<file path="src/hdl/assert_macros.svh">
// Assertion macros shared by the row marker history search RTL.
`ifndef ASSERT_MACROS_SVH
`define ASSERT_MACROS_SVH
`ifndef ASSERT_OFF
// Property checked at every clock edge outside reset.
`define RMHS_ASSERT(label, clk, rst, prop, msg) \
   label: assert property (@(posedge clk) disable iff (rst) prop) else $error(msg);
// Property checked at every clock edge, reset included.
`define RMHS_ASSERT_ALWAYS(label, clk, prop, msg) \
   label: assert property (@(posedge clk) prop) else $error(msg);
`else
`define RMHS_ASSERT(label, clk, rst, prop, msg)
`define RMHS_ASSERT_ALWAYS(label, clk, prop, msg)
`endif
`endif

</file>
<file path="src/hdl/rmhs_pkg.sv">
// Package with types and constants of the row marker history search.
package rmhs_pkg;

   localparam int MAX_MARKERS_DEFAULT = 64;
   localparam int ROW_BITS_DEFAULT    = 32;
   localparam int LIMIT_BITS          = 7;
   localparam int CMD_BITS            = 2;

   localparam logic [LIMIT_BITS-1:0] LIMIT_RESET = 7'd64;

   localparam logic [CMD_BITS-1:0] CMD_MARK = 2'd0;
   localparam logic [CMD_BITS-1:0] CMD_UP   = 2'd1;
   localparam logic [CMD_BITS-1:0] CMD_DOWN = 2'd2;

   // What every cell of the chain does in a cycle.
   typedef enum logic [1:0] {
      OP_HOLD   = 2'b00,
      OP_PUSH   = 2'b01,
      OP_ROTATE = 2'b10
   } chain_op_type;

   typedef enum logic [2:0] {
      ST_IDLE = 3'b001,
      ST_WALK = 3'b010,
      ST_DONE = 3'b100
   } state_type;

endpackage

</file>
<file path="src/hdl/rmhs_cell.sv">
// One cell of the marker chain: holds one row and takes a neighbour's value.
module rmhs_cell #(
   parameter int ROW_BITS = rmhs_pkg::ROW_BITS_DEFAULT
) (
   input  logic                  clock,
   input  rmhs_pkg::chain_op_type op,
   input  logic [ROW_BITS-1:0]   from_prev,
   input  logic [ROW_BITS-1:0]   from_next,
   output logic [ROW_BITS-1:0]   value
);

   logic [ROW_BITS-1:0] value_ff;
   logic [ROW_BITS-1:0] value_in;

   always_comb begin
      unique case (op)
         rmhs_pkg::OP_PUSH:   value_in = from_prev;
         rmhs_pkg::OP_ROTATE: value_in = from_next;
         default:             value_in = value_ff;
      endcase
   end

   always_ff @(posedge clock) begin
      value_ff <= value_in;
   end

   assign value = value_ff;

endmodule

</file>
<file path="src/hdl/rmhs_chain.sv">
// Row of marker cells, newest in cell 0; pushes shift down, rotation shifts up.
module rmhs_chain #(
   parameter int MAX_MARKERS = rmhs_pkg::MAX_MARKERS_DEFAULT,
   parameter int ROW_BITS    = rmhs_pkg::ROW_BITS_DEFAULT
) (
   input  logic                  clock,
   input  rmhs_pkg::chain_op_type op,
   input  logic [ROW_BITS-1:0]   push_row,
   output logic [ROW_BITS-1:0]   head_row
);

   logic [ROW_BITS-1:0] cell_value [MAX_MARKERS];

   for (genvar i = 0; i < MAX_MARKERS; i++) begin : g_cell
      logic [ROW_BITS-1:0] prev_value;
      logic [ROW_BITS-1:0] next_value;

      if (i == 0) begin : g_first
         assign prev_value = push_row;
      end else begin : g_inner_prev
         assign prev_value = cell_value[i-1];
      end

      // The last cell wraps round to the head, so a full rotation restores the order.
      if (i == MAX_MARKERS - 1) begin : g_last
         assign next_value = cell_value[0];
      end else begin : g_inner_next
         assign next_value = cell_value[i+1];
      end

      rmhs_cell #(
         .ROW_BITS (ROW_BITS)
      ) u_cell (
         .clock     (clock),
         .op        (op),
         .from_prev (prev_value),
         .from_next (next_value),
         .value     (cell_value[i])
      );
   end

   assign head_row = cell_value[0];

endmodule

</file>
<file path="src/hdl/row_marker_history_search.sv">
// Top level of the row marker history search.
//
// Items enter on the req_ stream: req_tuser carries the command (mark, search
// upward, search downward) and req_tdata the row. Every item gives exactly one
// item on the rsp_ stream: rsp_tuser says whether a marker was found and
// rsp_tdata holds its row, or 0 when none.
// A mark item's result is in the result register in the cycle after acceptance,
// and the next item can be taken once that result has moved to the output
// register. A search rotates the whole chain of MAX_MARKERS cells once past a
// single comparator at the head, and its result is in the result register
// when the walk ends. The chain is back in its original order when the walk
// ends. One item is worked on at a time.
// csr_we writes the marker limit from csr_wdata; write it only while idle.
// Reset empties the history and sets the limit to 64; cell contents are not
// cleared. When the receiver stalls, the finished result waits in the output
// register while the next item is taken and worked on; that item's result then
// waits internally until the output register is free.
module row_marker_history_search #(
   parameter int MAX_MARKERS = rmhs_pkg::MAX_MARKERS_DEFAULT,
   parameter int ROW_BITS    = rmhs_pkg::ROW_BITS_DEFAULT
) (
   input  logic                           clock,
   input  logic                           reset,
   input  logic                           req_tvalid,
   output logic                           req_tready,
   // tdata: row, zero padded to whole bytes
   input  logic [((ROW_BITS+7)/8)*8-1:0]  req_tdata,
   // tuser: cmd
   input  logic [rmhs_pkg::CMD_BITS-1:0]  req_tuser,
   output logic                           rsp_tvalid,
   input  logic                           rsp_tready,
   // tdata: target_row, zero padded to whole bytes
   output logic [((ROW_BITS+7)/8)*8-1:0]  rsp_tdata,
   // tuser: jump_valid
   output logic                           rsp_tuser,
   input  logic                           csr_we,
   input  logic [rmhs_pkg::LIMIT_BITS-1:0] csr_wdata
);

`include "assert_macros.svh"

   localparam int DATA_W = ((ROW_BITS + 7) / 8) * 8;
   localparam int IDX_W  = $clog2(MAX_MARKERS);
   localparam int CNT_W  = $clog2(MAX_MARKERS + 1);
   localparam int CMP_W  = (CNT_W > rmhs_pkg::LIMIT_BITS) ? CNT_W : rmhs_pkg::LIMIT_BITS;
   localparam logic [CMP_W-1:0] MAX_CMP  = CMP_W'(MAX_MARKERS);
   localparam logic [CNT_W-1:0] MAX_CNT  = CNT_W'(MAX_MARKERS);
   localparam logic [IDX_W-1:0] LAST_IDX = IDX_W'(MAX_MARKERS - 1);

   rmhs_pkg::state_type state_ff, state_in;
   logic [rmhs_pkg::LIMIT_BITS-1:0] limit_ff, limit_in;
   logic [CNT_W-1:0]    count_ff, count_in;
   logic [IDX_W-1:0]    step_ff, step_in;
   logic [rmhs_pkg::CMD_BITS-1:0] cmd_ff, cmd_in;
   logic [ROW_BITS-1:0] bound_ff, bound_in;
   logic [ROW_BITS-1:0] prev_ff, prev_in;
   logic                hit_ff, hit_in;
   logic                res_jv_ff, res_jv_in;
   logic [ROW_BITS-1:0] res_row_ff, res_row_in;
   logic                out_valid_ff, out_valid_in;
   logic                out_jv_ff, out_jv_in;
   logic [ROW_BITS-1:0] out_row_ff, out_row_in;

   rmhs_pkg::chain_op_type chain_op;
   logic [ROW_BITS-1:0] req_row;
   logic [ROW_BITS-1:0] head_row;
   logic [ROW_BITS-1:0] head_value;
   logic                accept;
   logic                out_free;
   logic                in_history;
   logic                at_or_below;
   logic [CMP_W-1:0]    limit_cmp;
   logic [CMP_W-1:0]    eff_limit;
   logic [CMP_W-1:0]    count_next_cmp;

   rmhs_chain #(
      .MAX_MARKERS (MAX_MARKERS),
      .ROW_BITS    (ROW_BITS)
   ) u_chain (
      .clock    (clock),
      .op       (chain_op),
      .push_row (req_row),
      .head_row (head_row)
   );

   assign req_row    = req_tdata[ROW_BITS-1:0];
   assign req_tready = (state_ff == rmhs_pkg::ST_IDLE);
   assign accept     = req_tvalid && req_tready;
   assign out_free   = !out_valid_ff || rsp_tready;
   assign head_value = (count_ff == '0) ? '0 : head_row;

   assign limit_cmp      = CMP_W'(limit_ff);
   assign eff_limit      = (limit_cmp < MAX_CMP) ? limit_cmp : MAX_CMP;
   assign count_next_cmp = CMP_W'(count_ff) + CMP_W'(1);

   // During the walk the head cell holds entry step_ff of the history.
   assign in_history  = (CNT_W'(step_ff) < count_ff);
   assign at_or_below = (head_row <= bound_ff);

   always_comb begin
      state_in     = state_ff;
      limit_in     = csr_we ? csr_wdata : limit_ff;
      count_in     = count_ff;
      step_in      = step_ff;
      cmd_in       = cmd_ff;
      bound_in     = bound_ff;
      prev_in      = prev_ff;
      hit_in       = hit_ff;
      res_jv_in    = res_jv_ff;
      res_row_in   = res_row_ff;
      out_valid_in = out_valid_ff && !rsp_tready;
      out_jv_in    = out_jv_ff;
      out_row_in   = out_row_ff;
      chain_op     = rmhs_pkg::OP_HOLD;

      unique case (state_ff)
         rmhs_pkg::ST_IDLE: begin
            if (accept) begin
               cmd_in     = req_tuser;
               step_in    = '0;
               hit_in     = 1'b0;
               res_jv_in  = 1'b0;
               res_row_in = '0;
               bound_in   = req_row;
               state_in   = rmhs_pkg::ST_DONE;
               case (req_tuser)
                  rmhs_pkg::CMD_MARK: begin
                     if (req_row != head_value) begin
                        chain_op = rmhs_pkg::OP_PUSH;
                        // A full history keeps its count whatever the limit.
                        if (count_ff != MAX_CNT && !(count_next_cmp > eff_limit)) begin
                           count_in = count_next_cmp[CNT_W-1:0];
                        end
                     end
                  end
                  rmhs_pkg::CMD_UP: begin
                     bound_in = (req_row == '0) ? '0 : req_row - ROW_BITS'(1);
                     state_in = rmhs_pkg::ST_WALK;
                  end
                  rmhs_pkg::CMD_DOWN: begin
                     state_in = rmhs_pkg::ST_WALK;
                  end
                  default: begin
                  end
               endcase
            end
         end
         rmhs_pkg::ST_WALK: begin
            chain_op = rmhs_pkg::OP_ROTATE;
            prev_in  = head_row;
            step_in  = step_ff + IDX_W'(1);
            if (!hit_ff && in_history && at_or_below) begin
               hit_in = 1'b1;
               if (cmd_ff == rmhs_pkg::CMD_UP) begin
                  res_jv_in  = 1'b1;
                  res_row_in = head_row;
               end else if (step_ff != '0) begin
                  // A down search answers with the next newer marker.
                  res_jv_in  = 1'b1;
                  res_row_in = prev_ff;
               end
            end
            if (step_ff == LAST_IDX) begin
               state_in = rmhs_pkg::ST_DONE;
            end
         end
         rmhs_pkg::ST_DONE: begin
            if (out_free) begin
               out_valid_in = 1'b1;
               out_jv_in    = res_jv_ff;
               out_row_in   = res_row_ff;
               state_in     = rmhs_pkg::ST_IDLE;
            end
         end
         default: begin
            state_in = rmhs_pkg::ST_IDLE;
         end
      endcase
   end

   always_ff @(posedge clock) begin
      if (reset) begin
         state_ff     <= rmhs_pkg::ST_IDLE;
         limit_ff     <= rmhs_pkg::LIMIT_RESET;
         count_ff     <= '0;
         out_valid_ff <= 1'b0;
      end else begin
         state_ff     <= state_in;
         limit_ff     <= limit_in;
         count_ff     <= count_in;
         out_valid_ff <= out_valid_in;
      end
   end

   always_ff @(posedge clock) begin
      step_ff    <= step_in;
      cmd_ff     <= cmd_in;
      bound_ff   <= bound_in;
      prev_ff    <= prev_in;
      hit_ff     <= hit_in;
      res_jv_ff  <= res_jv_in;
      res_row_ff <= res_row_in;
      out_jv_ff  <= out_jv_in;
      out_row_ff <= out_row_in;
   end

   assign rsp_tvalid = out_valid_ff;
   assign rsp_tuser  = out_jv_ff;
   assign rsp_tdata  = DATA_W'(out_row_ff);

   `RMHS_ASSERT(a_count_bounded, clock, reset, count_ff <= MAX_CNT,
                "marker count above capacity")
   `RMHS_ASSERT(a_walk_ends, clock, reset,
                (state_ff == rmhs_pkg::ST_WALK && step_ff == LAST_IDX)
                |=> (state_ff == rmhs_pkg::ST_DONE),
                "search walk did not end after one rotation")
   `RMHS_ASSERT(a_mark_no_walk, clock, reset,
                (accept && req_tuser == rmhs_pkg::CMD_MARK)
                |=> (state_ff == rmhs_pkg::ST_DONE && !res_jv_ff),
                "mark item started a walk or found a jump")
   `RMHS_ASSERT(a_jump_from_search, clock, reset,
                (state_ff == rmhs_pkg::ST_DONE && res_jv_ff)
                |-> (cmd_ff == rmhs_pkg::CMD_UP || cmd_ff == rmhs_pkg::CMD_DOWN),
                "jump found for a non-search item")
   `RMHS_ASSERT(a_count_step, clock, reset,
                !$past(reset) |-> (CMP_W'(count_ff) <= CMP_W'($past(count_ff)) + CMP_W'(1)),
                "marker count grew by more than one")

endmodule
</file>
<file path="config.mk">
export PLATFORM = sky130hd
export DESIGN_NAME = row_marker_history_search
export DESIGN_NICKNAME = d
export VERILOG_FILES = /design/src/hdl/rmhs_pkg.sv /design/src/hdl/rmhs_cell.sv /design/src/hdl/rmhs_chain.sv /design/src/hdl/row_marker_history_search.sv
export VERILOG_INCLUDE_DIRS = /design/src /design/src/hdl
export SDC_FILE = /design/constraint.sdc
export NUM_CORES = 2
export LEC_CHECK = 0
export BUFFER_PORTS_ARGS = -buffer_cell sky130_fd_sc_hd__buf_2
export CAP_MARGIN = 20
export CORE_AREA = 2 2 424 426
export DETAILED_ROUTE_END_ITERATION = 10
export DIE_AREA = 0 0 426 428
export MAX_ROUTING_LAYER = met4
export PLACE_DENSITY = 0.72
export SLEW_MARGIN = 20
export SYNTH_ARGS = -nofsm -noshare
export SYNTH_HDL_FRONTEND = slang
export SYNTH_HIERARCHICAL = 1
export SYNTH_SLANG_ARGS = --single-unit
</file>
<file path="constraint.sdc">
create_clock -name clock -period 9.08 [get_ports clock]
set_input_delay 0 -clock clock [delete_from_list [all_inputs] [get_ports clock]]
set_output_delay 0 -clock clock [all_outputs]
set_load 0.005 [all_outputs]
</file>
==> results.md <==
- Met2 wire length: ~95000 um
- Longest Clk Path Bufs: 3
- Clock share of power: 0.367
- Core Util, Final: 0.6387
- Max-slew headroom: 0.2107
- Logic pwr share: 0.097
- Mean Syn Cell Area: approximately 20 um^2
- Area share of the largest cell type after synthesis: 0.6190
- Top fanout value on the critical path: slightly above 60
- Startpoint types: flop
- H-tree level count: 4
- CP Data Arrival Time: roughly 5.6 ns
- Met3 wire length: roughly 9800 um
- Syn nets: about 5500
- Seq pwr share: 0.536
- Min cycle time layout: about 5.3 ns
- Element type at the critical path end: flop
- Routability Congestion: 0.8691
- Top FF cell, synth: edfxtp_1
- CP Data Required Time: between 9 and 10 ns
- Post-DP HPWL: approximately 140000 um
- Number of buffers created by CTS: 221
- First-pass GRT wire length: between 300000 and 400000 um
- Cell Pwr Density: roughly 210 mW/mm^2
- NetSw: ~5400 uW
- FF-to-FF Start: count_ff[0]
- Core area: approximately 0.18 mm^2
- CTS sink cnt: ~2200
- Total GRT Usage: 0.2267
- Clk pin slew, worst setup/hold paths: ~0.06 ns
- HP Class: input pin to flop
- Static Leak: 0.03927 uW
- Vias per cell: between 5 and 6
- Unique masters post-synth: 61
- DRT Wirelength: ~200000 um
- Std-Cell Rows: 155
- Critical path launch point: count_ff[0]
- Layout area overhead: 6.954%
- Initial Util: 0.5972
- Synth warn: 6
- Setup TNS: 0 ns
- Top Metal Used: met4
- HP Start: req_tdata[15]
- Drt wl/cell: about 25 um
- Syn Inst Count: 5323
- First-pass DRT Iterations: 8
- Die W: 426 um
- Skew-Pair Late Insertion Delay: 0.85 ns
- Maximum clock rate: 187.8 MHz
- Largest net degree at the start of global routing: between 60 and 70
- EDFF count, synth: between 2000 and 2500
- Netlist Area Pre-Place: between 0.1 and 0.15 mm^2
- Fin Hold WS: roughly 0.16 ns
- Max Cap Violations: 0
- Count of final hold-check violations: 0
- RSZ-0062 raised after global routing: no
- Area leader, netlist: edfxtp_1
- Int Power: approximately 18000 uW
- DRC: 0
- Num ports: 81
- FFs w/ async S/R, synth: 0
- Sw frac: 0.2294
- Peak supply drop: ~0.19 mV
- PortBufs: 80
- DRC marker count from the first detailed-route iteration: roughly 4300
- Status: complete, no violations
- Die height: roughly 430 um
- Slew @ Worst Pin: between 1 and 1.5 ns
- Final setup fails: 0
- NumNets Final: ~5700
- Cts repair resizes: 0
- Metal-1 WL: roughly 95000 um
- Vias: ~47000
- Tcrit/Tclk final: 0.5865
- Sequential share of the synthesized area: 0.6224
- CTS tree: built
- Overflow after GRT: 0
- Cell at the root of the clock tree: clkbuf_16
- Critical path class: flop to flop
- Antenna viol nets, final: 0
- Max-slew violation count: 0
- Initial antenna violation count: 8
- Synth top area cells: edfxtp_1 62%, mux2_4 27%, buf_12 3.6%, mux2_2 1.4%, ha_1 1.4%
- Layout cell share with drive strength beyond 1: 0.4562
- Die area: around 0.18 mm^2
- Flops & latches, synth: around 2200
- Skew final: about 0.024 ns
- Number of global-route vias before repair: 48780
-- metal layers --
| layer | up-vias | global-route usage |
|---|---|---|
| li1 | 20900 | - |
| met1 | 24420 | 0.3251 |
| met2 | 1119 | 0.3417 |
| met3 | 304 | 0.03592 |
| met4 | 0 | 0.05439 |
| met5 | - | - |
-- placed cells by master, fill, tap and decap left out, drive strengths merged, types with 17 or more instances in the layout --
| master | instances |
|---|---|
| nor2 | 84 |
| clkinv | 117 |
| dlygate4sd3 | 90 |
| inv | 177 |
| mux2 | 2057 |
| nor3 | 17 |
| buf | 155 |
| edfxtp | 2187 |
| dfxtp | 18 |
| nand2 | 91 |
| a31oi | 17 |
| xnor2 | 36 |
| ha | 115 |
| a21o | 19 |
| a21oi | 60 |
| clkbuf | 270 |
-- power groups by stage --
stage / sequential (uW) / clock [uW] / combinational, uW
final: 12700 / 8670 / 2290
after global routing: 12700 / 9240 / 2450
after global placement: 12900 / 0 / 2140
after CTS: 12700 / 8850 / 2270
after floorplan: 12600 / 0 / 1950
after detailed placement: 12900 / 0 / 2220
-- metrics by stage --
stage / instance area, um^2 / power (uW) / std cells / setup WS [ns]
3_5_place_dp: 105500 / 15100 / 7540 / 3.948
4_1_cts: 113200 / 23790 / 8032 / 3.899
5_1_grt: 113500 / 24410 / 8037 / 3.459
3_3_place_gp: 105400 / 15010 / 7538 / 4.003
2_1_floorplan: 106100 / 14540 / 5323 / 3.763
6_report: 113500 / 23620 / 8039 / 3.754
-- path summary, 6_finish.rpt --
check	end	slack, ns	cells past startpoint
setup reg to reg	u_chain/g_cell[34].u_cell/value[28]	3.75	12
hold reg to reg	rsp_tdata[2]	0.42	0
setup / recovery	u_chain/g_cell[34].u_cell/value[28]	3.75	12
hold / removal	u_chain/g_cell[0].u_cell/value[15]	0.16	3
-- cell type report --
cell class | instances | area, um^2
flip-flops and latches | 2205 | 66030
fillers | 12060 | 64180
multi-input cells | 2650 | 35080
clock buffers | 270 | 5778
well taps | 2355 | 2947
repair buffers | 245 | 1944
clock inverters | 132 | 1003
inverters | 178 | 669.4
diodes | 4 | 10.01
-- registers in the layout, summed over array words and instances (netlist names) --
register,cells
bound_ff,32
cmd_ff,2
count_ff,7
hit_ff,1
limit_cmp,7
prev_ff,32
res_jv_ff,1
res_row_ff,32
rsp_tdata,32
rsp_tuser,1
rsp_tvalid,1
state_ff,3
step_ff,6
u_chain/g_cell.u_cell/value,2048
-- critical path, cell delays in order (launching register included) --
cell and delay (ns):
dfxtp_1 0.35, inv_1 0.11, ha_1 0.15, nor4b_4 0.77, and2_1 0.60, o32ai_1 0.16, nand4_1 0.21, nor4_4 0.12
nor2_4 0.17, buf_4 0.77, inv_1 0.11, ha_2 0.35, clkinv_1 0.78
-- timing repair --
| action | 4_1_cts | 5_1_grt |
|---|---|---|
| hold endpoints to repair | 140 | 0 |
| setup buffers | 0 | 0 |
| hold buffers | 90 | 0 |
-- logic make-up after synthesis --
group                      synth area share
AOI/OAI and AO/OA                  0.008067
xor gates and xnor gates           0.004045
adders and majority gates           0.01356
buffers and inverters               0.05082
DFF                                  0.6224
muxes                                0.2870
and+or+nand+nor                     0.01412
-- cells in the mapped netlist (all sizes together), types with 4 or more instances --
master	instances
buf	266
xor2	13
nand2	91
clkbuf	24
nand4	13
mux2i	7
nand2b	8
nor4	11
nand3	11
and3	5
inv	178
nor3	17
a21oi	60
edfxtp	2187
o21a	4
mux2	2057
o32ai	16
dfxtp	18
nor2	84
nor2b	9
nor4b	5
a21o	19
ha	115
o21ai	8
xnor2	36
nor4bb	16
a31oi	17
Note: power is estimated with default switching activity, not from simulation.
